<file path="src/sv/itrt_pkg.sv">
// ============================================================================
// itrt_pkg
// Shared types and constants for the integer to radix text converter.
// ============================================================================
package itrt_pkg;

    // Largest number of digits any argument can produce (64-bit octal).
    localparam int MAX_DIGITS = 22;
    localparam int CNT_W      = $clog2(MAX_DIGITS + 1);
    localparam int VALUE_W    = 64;
    localparam int CHAR_W     = 7;
    localparam int DIGIT_W    = 4;

    // Decimal division walks the magnitude in 16-bit chunks.
    localparam int CHUNK_W     = 16;
    localparam int STEP_W      = $clog2(VALUE_W / CHUNK_W);
    localparam int DEC_X_W     = DIGIT_W + CHUNK_W;
    localparam int RECIP_W     = 20;
    localparam int RECIP_SHIFT = 23;
    localparam int PROD_W      = DEC_X_W + RECIP_W;

    // Rounded-up 2^23 / 10; exact for every chunk dividend below 2^22.
    localparam logic [RECIP_W-1:0] RECIP_10  = 20'd838861;
    localparam logic [STEP_W-1:0]  LAST_STEP = STEP_W'(VALUE_W / CHUNK_W - 1);

    // Width mode codes.
    localparam logic [1:0] WIDTH_16 = 2'd0;
    localparam logic [1:0] WIDTH_32 = 2'd1;
    localparam logic [1:0] WIDTH_64 = 2'd2;

    // Radix selector codes.
    localparam logic [1:0] RADIX_OCT = 2'd0;
    localparam logic [1:0] RADIX_DEC = 2'd1;
    localparam logic [1:0] RADIX_HEX = 2'd2;

    localparam logic [CHAR_W-1:0] CHAR_MINUS  = 7'h2d;
    localparam logic [CHAR_W-1:0] CHAR_ZERO   = 7'h30;
    localparam logic [CHAR_W-1:0] CHAR_LOWER_A = 7'h61;

    typedef enum logic [2:0] {
        ST_IDLE,
        ST_DIVIDE,
        ST_STORE,
        ST_SIGN,
        ST_EMIT
    } state_t;

    // Commands from the controller to the datapath.
    typedef struct packed {
        logic load;
        logic div_step;
        logic store;
        logic emit_sign;
        logic emit_digit;
    } ctrl_cmd_t;

    // Status from the datapath to the controller.
    typedef struct packed {
        logic div_last;
        logic mag_zero;
        logic negative;
        logic cnt_one;
        logic out_free;
    } dp_status_t;

    function automatic logic [CHAR_W-1:0] digit_char(input logic [DIGIT_W-1:0] d);
        logic [CHAR_W-1:0] c;
        if (d < 4'd10)
        begin
            c = CHAR_ZERO + {3'd0, d};
        end
        else
        begin
            c = CHAR_LOWER_A + {3'd0, d - 4'd10};
        end
        return c;
    endfunction

endpackage

</file>
<file path="src/sv/itrt_ctrl.sv">
// ============================================================================
// itrt_ctrl
// Sequencer for load, digit division, digit store and character emission.
// ============================================================================
module itrt_ctrl
(
    input  logic                    clk,
    input  logic                    rst_n,
    input  logic                    in_valid,
    output logic                    in_ready,
    input  itrt_pkg::dp_status_t    status,
    output itrt_pkg::ctrl_cmd_t     cmd
);
    import itrt_pkg::*;

    state_t state_reg, state_next;

    always_ff @(posedge clk or negedge rst_n)
    begin
        if (!rst_n)
        begin
            state_reg <= ST_IDLE;
        end
        else
        begin
            state_reg <= state_next;
        end
    end

    always_comb
    begin
        state_next = state_reg;
        case (state_reg)
            ST_IDLE:
            begin
                if (in_valid)
                begin
                    state_next = ST_DIVIDE;
                end
            end
            ST_DIVIDE:
            begin
                if (status.div_last)
                begin
                    state_next = ST_STORE;
                end
            end
            ST_STORE:
            begin
                // The magnitude now holds the quotient of the digit just finished.
                if (!status.mag_zero)
                begin
                    state_next = ST_DIVIDE;
                end
                else if (status.negative)
                begin
                    state_next = ST_SIGN;
                end
                else
                begin
                    state_next = ST_EMIT;
                end
            end
            ST_SIGN:
            begin
                if (status.out_free)
                begin
                    state_next = ST_EMIT;
                end
            end
            ST_EMIT:
            begin
                if (status.out_free && status.cnt_one)
                begin
                    state_next = ST_IDLE;
                end
            end
            default:
            begin
                state_next = ST_IDLE;
            end
        endcase
    end

    always_comb
    begin
        cmd      = '0;
        in_ready = 1'b0;
        case (state_reg)
            ST_IDLE:
            begin
                in_ready = 1'b1;
                cmd.load = in_valid;
            end
            ST_DIVIDE:
            begin
                cmd.div_step = 1'b1;
            end
            ST_STORE:
            begin
                cmd.store = 1'b1;
            end
            ST_SIGN:
            begin
                cmd.emit_sign = status.out_free;
            end
            ST_EMIT:
            begin
                cmd.emit_digit = status.out_free;
            end
            default:
            begin
                cmd = '0;
            end
        endcase
    end

endmodule

</file>
<file path="config.mk">
export PLATFORM = sky130hd
export DESIGN_NAME = itrt_ctrl
export DESIGN_NICKNAME = d
export VERILOG_FILES = /design/src/sv/itrt_pkg.sv /design/src/sv/itrt_ctrl.sv
export SDC_FILE = /design/constraint.sdc
export NUM_CORES = 1
export LEC_CHECK = 0
export ABC_AREA = 1
export BUFFER_PORTS_ARGS = -buffer_cell sky130_fd_sc_hd__buf_2
export CORE_AREA = 2 2 39 41
export DETAILED_ROUTE_END_ITERATION = 12
export DIE_AREA = 0 0 41 43
export REMOVE_ABC_BUFFERS = 1
export SYNTH_ARGS = -nofsm -noshare
export SYNTH_HDL_FRONTEND = slang
export SYNTH_SLANG_ARGS = --single-unit
</file>
<file path="constraint.sdc">
create_clock -name clk -period 1.8 [get_ports clk]
set_input_delay 0.54 -clock clk [delete_from_list [all_inputs] [get_ports clk]]
set_output_delay 0.54 -clock clk [all_outputs]
set_load 0.005 [all_outputs]
</file>
==> metrics list, run 1 <==
- Run status: finished, final reports clean
- For this design, the slowest cell found on the critical path is sky130_fd_sc_hd__dfrtp_1.
* Fraction of synthesized cell area in xor and xnor cells: 0%
- The floorplan step defined a core boundary enclosing roughly 1400 um^2.
- The count of final max-slew check failures is 0.
- Of the cells placed in the final design, the portion with a size suffix greater than 1 is about 44%.
- Post-synthesis sequential element count: 3
* Clock insertion delay at the later pin of the skew report: between 0.2 and 0.25 ns
- Final cycle utilization of the critical path: 93.4%
- 14 I/O pins were placed.
- Number of global-route vias before repair: ~250
- Remaining routing DRC violations: 0
- The number of antenna violations at the first check in global routing came to 0.
- Dominant combinational cell family by area after synthesis: simple AND/OR/NAND/NOR gates
* Sort of element at the end of the critical path: output port
- Series of cell instances along the critical path: nor2_4, nand2_1, nor2_1, buf_2
- Arrival @ worst endpoint: between 1 and 1.5 ns
- RR Startpoint: state_reg[1]
- Final hold slack: 0.0857 ns
- In this run the worst path has a maximum fanout of 6.
- Across the run, the number of max-cap violations was 0.
- Unrepaired setup endpoints after global routing: false
* Die boundary height: 43 um
- Area share of the largest cell type after synthesis: 26.5%
* Initial Util: approximately a fifth
- Number of sinks on the clock net: 3
- Min Tclk post-route: around 1.7 ns
- TritonCTS built the clock tree.
* Setup_tns: 0 ns
* Total congestion overflow: 0
- sky130_fd_sc_hd__dfrtp_1 takes more of the synthesized area than any other cell.
- For the worst flop-to-flop path, the logic depth is 6.
* Fraction of synthesized area in multiplexers: 0%
- Power Dens Cells: about 1600 nW/um^2
- Highest ir drop seen on vdd: 0.395 mV
* HPWL after detailed placement: slightly below 500 um
- Area added between synthesis and finish: 37.6%
* Top post-synthesis cells by count: sky130_fd_sc_hd__nand2_1, sky130_fd_sc_hd__inv_1, sky130_fd_sc_hd__dfrtp_1, sky130_fd_sc_hd__nand2_2, sky130_fd_sc_hd__nor2_1
- Area of combinational cells with multiple inputs: about 180 um^2
- Basic-gate share of the synthesized area counting and, or, nand and nor cells: between 50% and 60%
* Share of synthesized registers carrying an async set or reset: 100%
- Number of H-tree levels: 1
* Total standard cell area after synthesis: 283 um^2
* Horizontal die dimension: 41 um
- In this run, the number of DRC markers left after iteration 0 of detailed routing was 1.
- Number of synthesis warnings: 0
- Quantity of I/O buffers inserted on ports: 13
- Layout Skew: approximately 0.0035 ns
- For the pin with the worst max-slew slack, the measured transition is between 0.2 and 0.25 ns.
* Number of buffers created by CTS: 3
- Counting flops with a built-in enable in the synthesized netlist gives 0.
- Final setup viols: 0
- Using the TritonRoute via totals, the vias-per-cell ratio works out to between 4 and 5.
- The die covers ~1800 um^2.
* Largest stage delay, worst path: 0.45 ns
- The most used flip-flop cell after synthesis is sky130_fd_sc_hd__dfrtp_1.
- Share of synthesized area occupied by flip-flops and latches: 26.5%
- The initialized floorplan defines 14 standard-cell rows.
* Area taken by flip-flops and latches: 76.3 um^2
* Slack of the worst reg-to-reg path: between 0.7 and 0.8 ns
- No sink is reached through more buffers than the 2 on the longest clock path.
- Routed WL: about 620 um
* Setup CP Type: register to output port
- Before antenna repair, the detailed router went through 2 iterations.
- Static timing analysis puts the maximum clock frequency at ~600 MHz.
* Vias post-DR: 308
* Post-synthesis cell count: 43
- Routed length per placed instance: between 8 and 9 um
- The detail route stage leaves a number of antenna-violating nets equal to 0.
- Critical path startpoint: state_reg[1]
* Leakage Power: ~0.23 nW
* Post-layout nets: just under 70
- Entering global routing, the biggest net connects 9 pins.
- Hold/Removal Path Class: input pin to asynchronous set/reset pin
- Post-layout util: between 20% and 30%
- Synthesized area per cell: between 6 and 7 um^2
- Most common cell in the synthesized netlist: sky130_fd_sc_hd__nand2_1
- 0 antenna diodes ended up in the layout.
- Yosys attributes the largest share of cell area to sky130_fd_sc_hd__dfrtp_1, sky130_fd_sc_hd__nand2_1, sky130_fd_sc_hd__inv_1.
* Final hold violations: 0
- Counting the fill cells in the layout gives about 170.
* Wire length of the first global-routing pass: between 900 and 1000 um
- After clock tree synthesis, the setup repair step added 0 buffers.
- Gpl congestion: approximately 0.76
- Counting distinct cell types in the post-synthesis netlist gives 16.
- Cell chosen for the clock root: sky130_fd_sc_hd__clkbuf_4
- After Yosys synthesis, full adders, half adders and majority gates account for 0% of the synthesized area.
- Worst slew margin relative to its limit: a little over four fifths
- Kind of start point of the critical path: register
- Across every metal layer, demand over resource in global routing totals 8.36%.
* Number of flip-flops under the largest register name: 3
- Share of the synthesized area in compound gates (AO/OA/AOI/OAI): around 5.3%
- Clock-pin slew was measured on the worst setup and hold paths at approximately 0.04 ns.
- Endpoint required time on the critical path: between 1 and 1.5 ns
## cells in the final DEF (no fill, tap or decap)
cell type / n
sky130_fd_sc_hd__nand2_2: 3
sky130_fd_sc_hd__clkbuf_1: 1
sky130_fd_sc_hd__nand2_1: 13
sky130_fd_sc_hd__dfrtp_1: 2
sky130_fd_sc_hd__nor4_1: 1
sky130_fd_sc_hd__buf_2: 13
sky130_fd_sc_hd__dfrtp_2: 1
sky130_fd_sc_hd__o21ai_1: 1
sky130_fd_sc_hd__nand4_1: 1
sky130_fd_sc_hd__nor2_4: 3
sky130_fd_sc_hd__inv_1: 6
sky130_fd_sc_hd__nand3_2: 2
sky130_fd_sc_hd__clkbuf_4: 3
sky130_fd_sc_hd__nor3_1: 1
sky130_fd_sc_hd__nand3_1: 2
sky130_fd_sc_hd__o21ai_0: 2
sky130_fd_sc_hd__inv_2: 1
sky130_fd_sc_hd__nor2_1: 3
## path summary, 6_finish.rpt
kind	endpoint
setup / recovery	cmd[4]
hold / removal	state_reg[1]
setup reg to reg	state_reg[2]
hold reg to reg	state_reg[2]
max in group asynchronous	state_reg[0]
min in group clk	state_reg[2]
## logic make-up (layout without fill, tap and decap cells)
family | Yosys count | count (layout)
buffers and inverters | 8 | 24
DFF | 3 | 3
AOI/OAI and AO/OA | 3 | 3
and+or+nand+nor | 29 | 29
## through the flow
| stage | area [um^2] | total power, mW | setup WS (ns) | std cells |
|---|---|---|---|---|
| 6_report | 389 | 0.642 | 0.119 | 75 |
| 4_1_cts | 383 | 0.636 | 0.0366 | 75 |
| 5_1_grt | 389 | 0.711 | 0.0218 | 75 |
| 2_1_floorplan | 272 | 0.405 | 0.452 | 42 |
| 3_3_place_gp | 357 | 0.514 | 0.217 | 71 |
| 3_5_place_dp | 357 | 0.509 | 0.256 | 71 |
## area by class of cell
type	count	area share [%]
Tap cell	16	5.14
Timing Repair Buffer	13	16.7
Sequential cell	3	19.6
Multi-Input combinational cell	32	45.0
Inverter	7	6.75
Clock buffer	4	6.75
## routing by layer
layer	vias to the layer above	part of all wire (%)	track usage, %	wire length, um
met5	-	0	0	0
met4	0	3.2	10.0	20
met3	2	4.8	1.57	30
met2	11	44	10.3	271
met1	130	48	10.4	297
li1	165	-	-	-
## worst max-delay path: cells and delay by family, from the launching register on
kind,cells,cell delay (ns)
buf+inv,1,0.11
simple gates,3,0.34
flops,1,0.45
## report_power, final
| group | internal [mW] | switching, mW | leakage (nW) |
|---|---|---|---|
| Clock | 0.0833 | 0.0382 | 0.0150 |
| Combinational | 0.147 | 0.201 | 0.175 |
| Sequential | 0.103 | 0.0695 | 0.0376 |
## timing repair
item / 4_1_cts / 5_1_grt
resized for setup: 0 / 2
endpoints found under the setup margin: 0 / 3
hold buffers: 0 / 0
Power figures use the tool's default switching activity.
==> inputs of run 2 (changes only) <==
--- a/config.mk
+++ b/config.mk
@@ -5,9 +5,9 @@
 export SDC_FILE = /design/constraint.sdc
 export NUM_CORES = 1
 export LEC_CHECK = 0
-export ABC_AREA = 1
 export BUFFER_PORTS_ARGS = -buffer_cell sky130_fd_sc_hd__buf_2
 export CORE_AREA = 2 2 39 41
+export CTS_CLUSTER_DIAMETER = 50
 export DETAILED_ROUTE_END_ITERATION = 12
 export DIE_AREA = 0 0 41 43
 export REMOVE_ABC_BUFFERS = 1
==> metrics list, run 2 <==
- Unrepaired setup endpoints after global routing: false
- Initial Util: 16.6% (-3.8 points)
* Global Route Usage Sum: 8.32% (-0.034 points)
- Basic-gate share of the synthesized area counting and, or, nand and nor cells: 33.2% (-22 points)
- HPWL after detailed placement: 440 um (-11%)
* Number of buffers created by CTS: 3 (unchanged)
- Standard-cell rows: 14 (unchanged)
- Quantity of I/O buffers inserted on ports: 13 (unchanged)
* Area added between synthesis and finish: 48.4%
* Maximum buffer depth of the clock tree: 2 (unchanged)
- Iteration-0 DRC Markers: 2 (+1)
- The synthesized-area fraction occupied by xor and xnor cells was 0% (unchanged).
- Routed length per placed instance: 9.98 um (+21%)
- Yosys attributes the largest share of cell area to sky130_fd_sc_hd__dfrtp_1, sky130_fd_sc_hd__buf_6, sky130_fd_sc_hd__nor4bb_1.
* Post-layout total power: 530 uW (-17%)
* Hold/Removal Path Class: input pin to asynchronous set/reset pin
- Synthesized area per cell: 8.85 um^2 (+35%)
* Horizontal die dimension: 41 um (unchanged)
- Clock tree from TritonCTS: yes
- The share of the synthesized area in the top cell type was 32.6% (+6.1 points).
- The worst setup slack for register-to-register paths was 0.63 ns (-0.09 ns).
- Pin count of the biggest net entering global routing: 14 (+5)
* Transition at the pin with the smallest max-transition slack: 0.303 ns (+0.0581 ns)
- Final hold slack: 0.0935 ns (+0.00785 ns)
- Leakage Power: 0.163 nW (-29%)
- The overflow left after global routing came to 0 (unchanged).
- Arrival @ worst endpoint: 1.14 ns (about the same)
* Leading area contributor after synthesis: sky130_fd_sc_hd__dfrtp_1
* Worst slew margin relative to its limit: 79.8% (-3.9 points)
* Final antenna diode count: 0 (unchanged)
- The number of warnings issued by yosys is 0 (unchanged).
* Setup CP Type: register to output port
* Final hold violations: 0 (unchanged)
- Residual antenna-violating net count after detailed routing: 0 (unchanged)
- Final cycle utilization of the critical path: 93.3% (about the same)
- The number of global-route vias before repair was 251 (+2.0%).
- Dominant combinational cell family by area after synthesis: simple AND/OR/NAND/NOR gates
- Share of synthesized area occupied by flip-flops and latches: 32.6% (+6.1 points)
- The first-pass GRT wire length is 952 um (+3.0%).
- The share of synthesized area spent on multiplexers was 0% (unchanged).
* Number of distinct library cell variants in the gate-level netlist after synthesis: 17 (+1)
* Cell chosen for the clock root: sky130_fd_sc_hd__clkbuf_4
- The commonest cells after synthesis are sky130_fd_sc_hd__a21oi_1, sky130_fd_sc_hd__dfrtp_1.
* Highest ir drop seen on vdd: 0.309 mV (-22%)
* Number of placed I/O pins: 14 (unchanged)
- Post-synthesis cell count: 26 (-40%)
* Total standard cell area after synthesis: 230 um^2 (-19%)
- Endpoint required time on the critical path: 1.26 ns (about the same)
- Most frequent cells in the layout: sky130_fd_sc_hd__buf_2, sky130_fd_sc_hd__a21oi_1, sky130_fd_sc_hd__clkbuf_4
* Number of flip-flops under the largest register name: 3 (unchanged)
* DP Area: 293 um^2 (-18%)
* Post-synthesis sequential element count: 3 (unchanged)
* Setup_tns: 0 ns (unchanged)
- Sort of element at the end of the critical path: output port
- The cell area after layout was 342 um^2 (-12%).
* Gpl congestion: 0.663 (-13%)
* Primary flip-flop cell chosen by synthesis mapping: sky130_fd_sc_hd__dfrtp_1
- Die area: 1760 um^2 (unchanged)
* Clock insertion delay at the later pin of the skew report: 0.23 ns (about the same)
* Min Tclk post-route: 1.68 ns (-0.00134 ns)
* Ratio of routed vias to standard cells: 4.25 (+3.6%)
- First-pass iteration count of the detailed router: 2 (unchanged)
- Post-CTS Hold Fix Bufs: 0 (unchanged)
- Slowest cell on the critical path: sky130_fd_sc_hd__dfrtp_1
* Met1 Track Usage GR: 10.3% (-0.13 points)
- Series of cell instances along the critical path: nor4bb_2, buf_2
- Met2 GRT Util: 10.9% (+0.63 points)
- The worst clock skew is 0.00311 ns (-0.000435 ns).
* Max-cap viol count: 0 (unchanged)
- Number of synthesized flops with an enable pin: 0 (unchanged)
- Run status: finished, final reports clean
- Largest fanout on the critical path: 9 (+3)
- Number of sinks on the clock net: 3 (unchanged)
- The overall routed net length is 589 um (-4.8%).
- Most common cell after layout, fill and taps aside: sky130_fd_sc_hd__buf_2
- Final setup viols: 0 (unchanged)
- Remaining routing DRC violations: 0 (unchanged)
- The worst stage delay on the critical path came to 0.47 ns (+0.02 ns).
* Die boundary height: 43 um (unchanged)
* Clock transition at path regs: 0.04 ns (about the same)
* Power Dens Cells: 1550 nW/um^2 (-5.9%)
* Share of the synthesized area in compound gates (AO/OA/AOI/OAI): 22.8% (+18 points)
* Core region area: 1380 um^2 (unchanged)
- Most congested layer reported by global routing: met2
* Vias post-DR: 251 (-19%)
* Initial antenna violation count: 0 (unchanged)
- The share of flip-flops with an asynchronous set or reset came to 100% (unchanged).
- The critical path buffer and inverter count was 1 (unchanged).
- Fraction of met3 tracks used by global routing: 0.524% (-1.0 points)
* Cell class contributing the biggest share of worst-path delay: flip-flops
- The number of H-tree levels was 1 (unchanged).
- Post-layout nets: 52 (-24%)
* Maximum achievable frequency: 595 MHz (about the same)
* Synthesized-area fraction occupied by adder cells: 0% (unchanged)
- The count of final max-slew check failures came to 0 (unchanged).
- Fraction of final layout cells with drive strength greater than 1: 48.8% (+4.8 points)
- Kind of start point of the critical path: register
run 2: cell count changes after synthesis, sizes merged, moves of 2 or more:
| cell | change |
|---|---|
| o21ai | -3 |
| nor2 | -4 |
| nand3 | -3 |
| inv | -6 |
| a21oi | +3 |
| nand2 | -14 |
| nand2b | +2 |
| nor4bb | +2 |
run 2: cells by family after synthesis:
logic type | after synthesis
simple gates | 12
compound gates | 8
flops | 3
buf+inv | 3
run 2: report_power, final:
| group | total, mW | internal [mW] | switching (mW) |
|---|---|---|---|
| clock network | 0.117 | 0.0830 | 0.0338 |
| logic | 0.238 | 0.140 | 0.0983 |
| registers | 0.175 | 0.100 | 0.0750 |
run 2: through the flow:
step	setup WS [ns]	utilization (%)	instances
2_1_floorplan	0.421	-	24
3_3_place_gp	0.200	21.2	53
6_report	0.121	24.7	59
3_5_place_dp	0.171	21.2	53
5_1_grt	0.0221	24.7	59
4_1_cts	0.0277	23.1	57
run 2: final timing paths:
kind,to,depth (start not counted),start
worst max-delay path,cmd[0],2,state_reg[0]
worst min-delay path,state_reg[1],1,rst_n
worst max register to register,state_reg[1],4,state_reg[1]
worst min register to register,state_reg[0],1,state_reg[2]
max in group asynchronous,state_reg[1],1,rst_n
min in group clk,state_reg[1],2,status[0]
run 2: cell type report:
cell class | instances | area (um^2)
repair buffers | 15 | 80.1
inverters | 1 | 3.75
clock buffers | 4 | 26.3
multi-input cells | 20 | 135
flip-flops and latches | 3 | 76.3
well taps | 16 | 20.0
fillers | 160 | 1040
run 2: worst register-to-register path, cell delays in order (launching register included):
cell                       delay, ns
sky130_fd_sc_hd__dfrtp_2        0.46
sky130_fd_sc_hd__buf_4          0.17
sky130_fd_sc_hd__o21a_1         0.17
sky130_fd_sc_hd__a31oi_1        0.15
sky130_fd_sc_hd__a311oi_1       0.08
run 2: timing repair:
| item | in CTS | in global routing |
|---|---|---|
| hold endpoints to repair | 0 | 0 |
| setup endpoints to repair | 0 | 3 |
| buffers inserted | 0 | 2 |
| resized for setup | 0 | 2 |
run 2: per-layer routing:
layer  wire length, um  share of wire (%)
met1               228                 39
met2               316                 54
met3                45                7.6
met4                 0                  0
met5                 0                  0
